[src/rtl/isct_pkg.sv]
// package with types, codes and sizes shared by the slot claim table
`timescale 1ns / 1ps

package isct_pkg;

  localparam int SLOT_COUNT = 8;
  localparam int SLOT_W     = (SLOT_COUNT > 1) ? $clog2(SLOT_COUNT) : 1;

  localparam logic [63:0] FREE_MARK = '1;

  localparam logic [1:0] KIND_ACQUIRE = 2'd0;
  localparam logic [1:0] KIND_RELEASE = 2'd1;
  localparam logic [1:0] KIND_CHECK   = 2'd2;

  localparam logic [2:0] ST_ACQUIRED    = 3'd0;
  localparam logic [2:0] ST_ALREADY     = 3'd1;
  localparam logic [2:0] ST_FULL        = 3'd2;
  localparam logic [2:0] ST_STILL       = 3'd3;
  localparam logic [2:0] ST_NOT_HELD    = 3'd4;
  localparam logic [2:0] ST_RELEASED    = 3'd5;
  localparam logic [2:0] ST_NOT_ENABLED = 3'd6;

  typedef struct packed {
    logic [1:0]  kind;
    logic [63:0] owner_id;
    logic [2:0]  slot;
  } req_t;

  typedef struct packed {
    logic [2:0] status;
    logic [2:0] slot_index;
  } rsp_t;

  typedef struct packed {
    logic              load;
    logic              rd_en;
    logic              rd_sel_slot;
    logic [SLOT_W-1:0] rd_addr;
    logic              cmp_en;
    logic              commit;
  } ctrl_cmd_t;

  typedef struct packed {
    logic need_scan;
    logic need_read;
    logic out_busy;
  } dp_status_t;

endpackage

[src/rtl/id_slot_claim_table.sv]
// top level of the slot claim table: controller and datapath
`timescale 1ns / 1ps

// Requests enter on the in channel (kind, owner_id, slot) and each one
// gives exactly one response (status, slot_index) on the out channel,
// in request order. The cfg channel writes the enable bit; it is always
// ready and is meant to be written while no request is in flight. A
// write that changes the enable bit frees every slot.
// One request is processed at a time. An acquire that is not refused sweeps
// all slots through the single read port of the owner memory, one slot per
// cycle, and a new request is taken only while the controller is idle.
// Release, check and refused requests skip the sweep; a check reads its own slot.
// Reset clears the enable bit and marks all slots free at once through
// per-slot valid bits; no clearing pass is needed.
// The response sits in an output register; if the receiver stalls, it waits
// there, and the next request is still taken but its response is held back
// until the output register is free.
module id_slot_claim_table import isct_pkg::*; (
  input  logic clk_i,
  input  logic rst_ni,
  input  logic in_valid_i,
  output logic in_ready_o,
  input  req_t in_data_i,
  output logic out_valid_o,
  input  logic out_ready_i,
  output rsp_t out_data_o,
  input  logic cfg_valid_i,
  output logic cfg_ready_o,
  input  logic cfg_data_i
);

  ctrl_cmd_t  cmd;
  dp_status_t status;
  logic       cfg_we;

  assign cfg_ready_o = 1'b1;
  assign cfg_we      = cfg_valid_i;

  isct_ctrl u_ctrl (
    .clk_i      (clk_i),
    .rst_ni     (rst_ni),
    .in_valid_i (in_valid_i),
    .in_ready_o (in_ready_o),
    .status_i   (status),
    .cmd_o      (cmd)
  );

  isct_datapath u_datapath (
    .clk_i       (clk_i),
    .rst_ni      (rst_ni),
    .in_data_i   (in_data_i),
    .cfg_we_i    (cfg_we),
    .cfg_data_i  (cfg_data_i),
    .cmd_i       (cmd),
    .status_o    (status),
    .out_ready_i (out_ready_i),
    .out_valid_o (out_valid_o),
    .out_data_o  (out_data_o)
  );

endmodule

[src/rtl/isct_datapath.sv]
// datapath of the slot claim table: owner memory, valid bits, compare and result register
`timescale 1ns / 1ps

module isct_datapath import isct_pkg::*; (
  input  logic       clk_i,
  input  logic       rst_ni,
  input  req_t       in_data_i,
  input  logic       cfg_we_i,
  input  logic       cfg_data_i,
  input  ctrl_cmd_t  cmd_i,
  output dp_status_t status_o,
  input  logic       out_ready_i,
  output logic       out_valid_o,
  output rsp_t       out_data_o
);

  logic [63:0]           mem [SLOT_COUNT];
  logic [SLOT_COUNT-1:0] vld_q, vld_d;
  logic                  enabled_q;
  req_t                  req_q;

  logic [63:0]       rdata_q;
  logic              rvld_q;
  logic [SLOT_W-1:0] cmp_idx_q;
  logic [SLOT_W-1:0] rd_addr;

  logic              hit_q, free_q;
  logic [SLOT_W-1:0] hit_idx_q, free_idx_q;

  logic              out_valid_q, out_valid_d;
  rsp_t              out_q, res;
  logic              do_claim, do_free;
  logic              slot_in_range;
  logic              entry_match, entry_free;

  assign slot_in_range = 32'(req_q.slot) < SLOT_COUNT;
  assign rd_addr       = cmd_i.rd_sel_slot ? SLOT_W'(req_q.slot) : cmd_i.rd_addr;

  assign status_o.need_scan = (req_q.kind == KIND_ACQUIRE) && enabled_q &&
                              (req_q.owner_id != FREE_MARK);
  assign status_o.need_read = (req_q.kind == KIND_CHECK) && enabled_q && slot_in_range;
  assign status_o.out_busy  = out_valid_q && !out_ready_i;

  always_ff @(posedge clk_i) begin
    if (cmd_i.load) begin
      req_q <= in_data_i;
    end
  end

  // owner memory, one read and one write port
  always_ff @(posedge clk_i) begin
    if (do_claim) begin
      mem[free_idx_q] <= req_q.owner_id;
    end
    if (cmd_i.rd_en) begin
      rdata_q   <= mem[rd_addr];
      rvld_q    <= vld_q[rd_addr];
      cmp_idx_q <= rd_addr;
    end
  end

  assign entry_match = rvld_q && (rdata_q == req_q.owner_id);
  assign entry_free  = !rvld_q;

  always_comb begin
    vld_d = vld_q;
    if (cfg_we_i && (cfg_data_i != enabled_q)) begin
      vld_d = '0;
    end else if (do_claim) begin
      vld_d[free_idx_q] = 1'b1;
    end else if (do_free) begin
      vld_d[SLOT_W'(req_q.slot)] = 1'b0;
    end
  end

  always_ff @(posedge clk_i or negedge rst_ni) begin
    if (!rst_ni) begin
      vld_q       <= '0;
      enabled_q   <= 1'b0;
      hit_q       <= 1'b0;
      free_q      <= 1'b0;
      hit_idx_q   <= '0;
      free_idx_q  <= '0;
      out_valid_q <= 1'b0;
    end else begin
      vld_q       <= vld_d;
      out_valid_q <= out_valid_d;
      if (cfg_we_i) begin
        enabled_q <= cfg_data_i;
      end
      if (cmd_i.load) begin
        hit_q  <= 1'b0;
        free_q <= 1'b0;
      end else if (cmd_i.cmp_en) begin
        if (entry_match && !hit_q) begin
          hit_q     <= 1'b1;
          hit_idx_q <= cmp_idx_q;
        end
        if (entry_free && !free_q) begin
          free_q     <= 1'b1;
          free_idx_q <= cmp_idx_q;
        end
      end
    end
  end

  always_comb begin
    res      = '{status: ST_NOT_HELD, slot_index: 3'd0};
    do_claim = 1'b0;
    do_free  = 1'b0;
    case (req_q.kind)
      KIND_ACQUIRE: begin
        if (!enabled_q) begin
          res.status = ST_NOT_ENABLED;
        end else if (req_q.owner_id == FREE_MARK) begin
          res.status = ST_FULL;
        end else if (hit_q) begin
          res.status     = ST_ALREADY;
          res.slot_index = 3'(hit_idx_q);
        end else if (free_q) begin
          res.status     = ST_ACQUIRED;
          res.slot_index = 3'(free_idx_q);
          do_claim       = cmd_i.commit;
        end else begin
          res.status = ST_FULL;
        end
      end
      KIND_RELEASE: begin
        res.status = ST_RELEASED;
        do_free    = cmd_i.commit && slot_in_range;
      end
      KIND_CHECK: begin
        if (!enabled_q) begin
          res.status = ST_NOT_ENABLED;
        end else if (hit_q && slot_in_range && (req_q.owner_id != FREE_MARK)) begin
          res.status     = ST_STILL;
          res.slot_index = req_q.slot;
        end else begin
          res.status = ST_NOT_HELD;
        end
      end
      default: begin
        res.status = ST_NOT_HELD;
      end
    endcase
  end

  assign out_valid_d = cmd_i.commit || (out_valid_q && !out_ready_i);

  always_ff @(posedge clk_i) begin
    if (cmd_i.commit) begin
      out_q <= res;
    end
  end

  assign out_valid_o = out_valid_q;
  assign out_data_o  = out_q;

endmodule

[src/rtl/isct_ctrl.sv]
// controller of the slot claim table: request sequencing and slot sweep
`timescale 1ns / 1ps

module isct_ctrl import isct_pkg::*; (
  input  logic       clk_i,
  input  logic       rst_ni,
  input  logic       in_valid_i,
  output logic       in_ready_o,
  input  dp_status_t status_i,
  output ctrl_cmd_t  cmd_o
);

  localparam logic [2:0] S_IDLE  = 3'd0;
  localparam logic [2:0] S_START = 3'd1;
  localparam logic [2:0] S_SCAN  = 3'd2;
  localparam logic [2:0] S_LAST  = 3'd3;
  localparam logic [2:0] S_FIN   = 3'd4;

  localparam logic [SLOT_W-1:0] LAST_ADDR = SLOT_W'(SLOT_COUNT - 1);

  logic [2:0]        state_q, state_d;
  logic [SLOT_W-1:0] cnt_q, cnt_d;

  assign in_ready_o = (state_q == S_IDLE);

  always_comb begin
    state_d = state_q;
    cnt_d   = cnt_q;
    cmd_o   = '0;
    unique case (state_q)
      S_IDLE: begin
        if (in_valid_i) begin
          cmd_o.load = 1'b1;
          state_d    = S_START;
        end
      end
      S_START: begin
        if (status_i.need_scan) begin
          cmd_o.rd_en   = 1'b1;
          cmd_o.rd_addr = '0;
          cnt_d         = SLOT_W'(1);
          state_d       = (SLOT_COUNT > 1) ? S_SCAN : S_LAST;
        end else if (status_i.need_read) begin
          cmd_o.rd_en       = 1'b1;
          cmd_o.rd_sel_slot = 1'b1;
          state_d           = S_LAST;
        end else begin
          state_d = S_FIN;
        end
      end
      S_SCAN: begin
        cmd_o.rd_en   = 1'b1;
        cmd_o.rd_addr = cnt_q;
        cmd_o.cmp_en  = 1'b1;
        cnt_d         = cnt_q + SLOT_W'(1);
        if (cnt_q == LAST_ADDR) begin
          state_d = S_LAST;
        end
      end
      S_LAST: begin
        cmd_o.cmp_en = 1'b1;
        state_d      = S_FIN;
      end
      S_FIN: begin
        if (!status_i.out_busy) begin
          cmd_o.commit = 1'b1;
          state_d      = S_IDLE;
        end
      end
      default: begin
        state_d = S_IDLE;
      end
    endcase
  end

  always_ff @(posedge clk_i or negedge rst_ni) begin
    if (!rst_ni) begin
      state_q <= S_IDLE;
      cnt_q   <= '0;
    end else begin
      state_q <= state_d;
      cnt_q   <= cnt_d;
    end
  end

endmodule

[config.mk]
export PLATFORM = sky130hd
export DESIGN_NAME = id_slot_claim_table
export DESIGN_NICKNAME = d
export VERILOG_FILES = /design/src/rtl/isct_pkg.sv /design/src/rtl/id_slot_claim_table.sv /design/src/rtl/isct_datapath.sv /design/src/rtl/isct_ctrl.sv
export SDC_FILE = /design/constraint.sdc
export NUM_CORES = 1
export LEC_CHECK = 0
export BUFFER_PORTS_ARGS = -buffer_cell sky130_fd_sc_hd__buf_2
export CORE_MARGIN = 5
export CORE_UTILIZATION = 40
export CTS_BUF_LIST = sky130_fd_sc_hd__clkbuf_8
export DETAILED_ROUTE_END_ITERATION = 10
export HOLD_SLACK_MARGIN = 0.05
export MAX_ROUTING_LAYER = met4
export PLACE_DENSITY = 0.59
export SYNTH_ARGS = -nofsm -noshare
export SYNTH_HDL_FRONTEND = slang
export SYNTH_SLANG_ARGS = --single-unit
[constraint.sdc]
create_clock -name clk_i -period 7 [get_ports clk_i]
set_clock_uncertainty 0.1 [all_clocks]
set_input_delay 2.1 -clock clk_i [delete_from_list [all_inputs] [get_ports clk_i]]
set_output_delay 2.1 -clock clk_i [all_outputs]
set_load 0.02 [all_outputs]
==> qor.yml <==
status:
  status: "complete, no violations"
floorplanning:
  die_area_mm2: 0.07091
  ios: 84
  start_util: 0.4011
  core_area_mm2: 0.06551
  fp.dieW_um: 266.3
  die_h_um: 266.3
  rows: 94
clock_network:
  path_clk_slew_ps: 60
  cts_root_buf: "clkbuf_8"
  cts_resized: 0
  post_cts_buffers: 0
  cts_tree: "built"
  cts_buffers: 110
  cts_hold_buffers: 0
  htreeDepth: 3
  cts_buffer_depth: 3
  clock_sink_count: 679
  clk_latency_ps: 730
setup_path:
  cp.arrival_ps: 4520
  worst_setup_path_start_kind: "input port"
  required_ps: 7240
  path_class: "input port to flop"
  crit_fanout: 30
  end_kind: "flop"
global_route:
  grt_antenna_before_repair: 3
  grt-ovfl-total: 0
  grt_pass1_vias: 15069
  grt_max_degree: 141
  grt_usage: 0.1806
  grt_pass1_wl_um: 94160
synth:
  ys_async_sr_fraction: 0.03535
  synthesis.area_mm2: 0.02628
  syn-num-nets: 1823
  synthTopCellsByArea: "edfxtp_1, nand2_1, nand3_1"
  synthFlopType: "edfxtp_1"
  post_synth.cell_area_avg_um2: 15.05
  synth-edff-count: 655
  synth.largest_area_cell: "edfxtp_1"
  syn_inst: 1746
  synth_seq_area_share: 0.7714
  synth.top_cell.area_share: 0.7486
  ys_types: 58
  ys_warn_count: 0
  ys_ff_latch: 679
layout:
  fillers: 5726
  fin_nets: 1950
  stdcell_area_mm2: 0.02951
  syn_to_final_growth_pct: 12.30
  seqCellArea_mm2: 0.02027
  multiInputGateArea_mm2: 0.005509
  drive_gt1_frac: 0.1328
sta:
  period_share: 0.6114
  rsz0062_at_grt: "no"
  period_needed_ps: 4280
  setup_viol: 0
  tightest_slew_ps: 1151
  slew_violations: 0
  finalSetupTns_ps: 0
  fmax_ghz: 0.2337
  slew_headroom: 0.2328
  finalHoldViolCount: 0
routing:
  vias_per_cell: 5.320
  via_count: 14986
  antenna_left: 0
  drtIter0Drc: 1276
  drc: 0
  dr.pass1.iters: 5
  wl_um: 63200
  wl_per_cell_um: 22.44
min_path:
  hold_class: "flop to flop"
place:
  port_buffers: 82
  place_area_mm2: 0.02762
  globalplace.congestion: 0.7893
  place_hpwl_um: 33490
pwr:
  p_leak_nw: 10.22
  peakVddDrop_mv: 0.1897
  p_per_area_mw_per_mm2: 344.8
run:
  drv_cap: 0
[metrics by stage]
| stage | hold slack, ps | utilization | worst slack [ps] | std cells | total power [mW] |
|---|---|---|---|---|---|
| after CTS | 396.9 | 0.4504 | 2772 | 2815 | 10.29 |
| after detailed placement | 382.5 | 0.4216 | 2010 | 2625 | 7.285 |
| after global placement | 387.7 | 0.4216 | 2034 | 2625 | 7.254 |
| after floorplan | 351.9 | - | 775.4 | 1746 | 6.618 |
| final | 404.9 | 0.4504 | 2720 | 2817 | 10.18 |
| after global routing | 431.5 | 0.4504 | 2659 | 2817 | 10.67 |
[worst paths after layout]
kind	from	to	slack (ps)	cells past startpoint
setup / recovery	out_ready_i	u_datapath.mem[7][30]	2720	6
hold / removal	u_datapath.cmp_idx_q[2]	u_datapath.hit_idx_q[2]	400	1
setup reg to reg	u_datapath.req_q[32]	u_datapath.mem[7][30]	2830	7
hold reg to reg	u_datapath.cmp_idx_q[2]	u_datapath.hit_idx_q[2]	400	1
max in group asynchronous	rst_ni	u_datapath.vld_q[5]	5100	1
min in group asynchronous	rst_ni	u_datapath.free_idx_q[0]	1300	1
[cells by family after synthesis]
group                      after synthesis  share of synthesized area
AOI/OAI and AO/OA                      131                    0.03986
xor gates and xnor gates                53                    0.01767
DFF                                    679                     0.7714
other                                    1                  0.0001427
buffers and inverters                  117                    0.02233
adders and majority gates                2                  0.0009522
and+or+nand+nor                        691                     0.1194
muxes                                   72                    0.02819
[report_power, final]
| part | switching, mW | internal (mW) | leakage (nW) | total (mW) |
|---|---|---|---|---|
| clock | 1.51 | 1.47 | 1.10 | 2.98 |
| combinational | 1.21 | 0.547 | 2.87 | 1.76 |
| sequential | 0.393 | 5.04 | 6.25 | 5.43 |
[synthesized netlist by cell type (5+ instances only)]
master / count
nand2b_1: 12
mux2i_1: 65
xor2_1: 5
buf_2: 30
clkbuf_1: 31
dfrtp_1: 24
edfxtp_1: 655
nand4_1: 30
a32oi_1: 68
and3_1: 65
o22ai_1: 8
buf_6: 6
nor4_1: 8
a21oi_1: 10
inv_1: 26
buf_4: 17
o21ai_0: 11
xnor2_1: 48
nor2b_1: 5
buf_1: 5
nand2_1: 400
nor3_1: 7
nand3_1: 132
nor2_1: 18
[registers in the layout, indices dropped and copies added (netlist names), 3 cells and up]
register	count
u_ctrl.cnt_q	3
u_ctrl.state_q	3
u_datapath.cmp_idx_q	3
u_datapath.free_idx_q	3
u_datapath.hit_idx_q	3
u_datapath.mem	512
u_datapath.out_data_o	6
u_datapath.rdata_q	64
u_datapath.req_q	69
u_datapath.vld_q	8
[cell usage in the layout, fill, tap and decap left out, drive strengths merged, types with 4 or more instances in the layout]
cell type and instances:
clkbuf 111, o21ai 12, nand3 132, nor4 10
xnor2 48, inv 72, nor3 7, o22ai 8
nor2 18, and3 65, clkinv 33, a21o 6
a21oi 10, nand4 30, nor2b 5, nand2 400
edfxtp 655, mux2i 65, dfrtp 24, mux2 7
nand2b 12, a32oi 68, buf 104, xor2 5
o221ai 4
[cell type report]
class	count	area share
Inverter	28	0.003774
Antenna cell	2	0.0001696
Timing Repair Buffer	104	0.02205
Clock inverter	79	0.01200
Multi-Input combinational cell	950	0.1867
Tap cell	864	0.03664
Sequential cell	679	0.6869
Clock buffer	111	0.05177
[layer usage]
| metal | wire length (um) | track usage | up-vias |
|---|---|---|---|
| li1 | - | - | 6820 |
| met1 | 28540 | 0.2511 | 7581 |
| met2 | 29480 | 0.2744 | 502 |
| met3 | 3941 | 0.03528 | 83 |
| met4 | 1245 | 0.05120 | 0 |
| met5 | 0 | - | - |
[worst max-delay path: stages]
cell      delay (ps)
buf_2             80
nand2b_1         140
nand3_1          180
or4_1            770
nor2_4           660
buf_4            570
(Power assumes the default switching activity.)
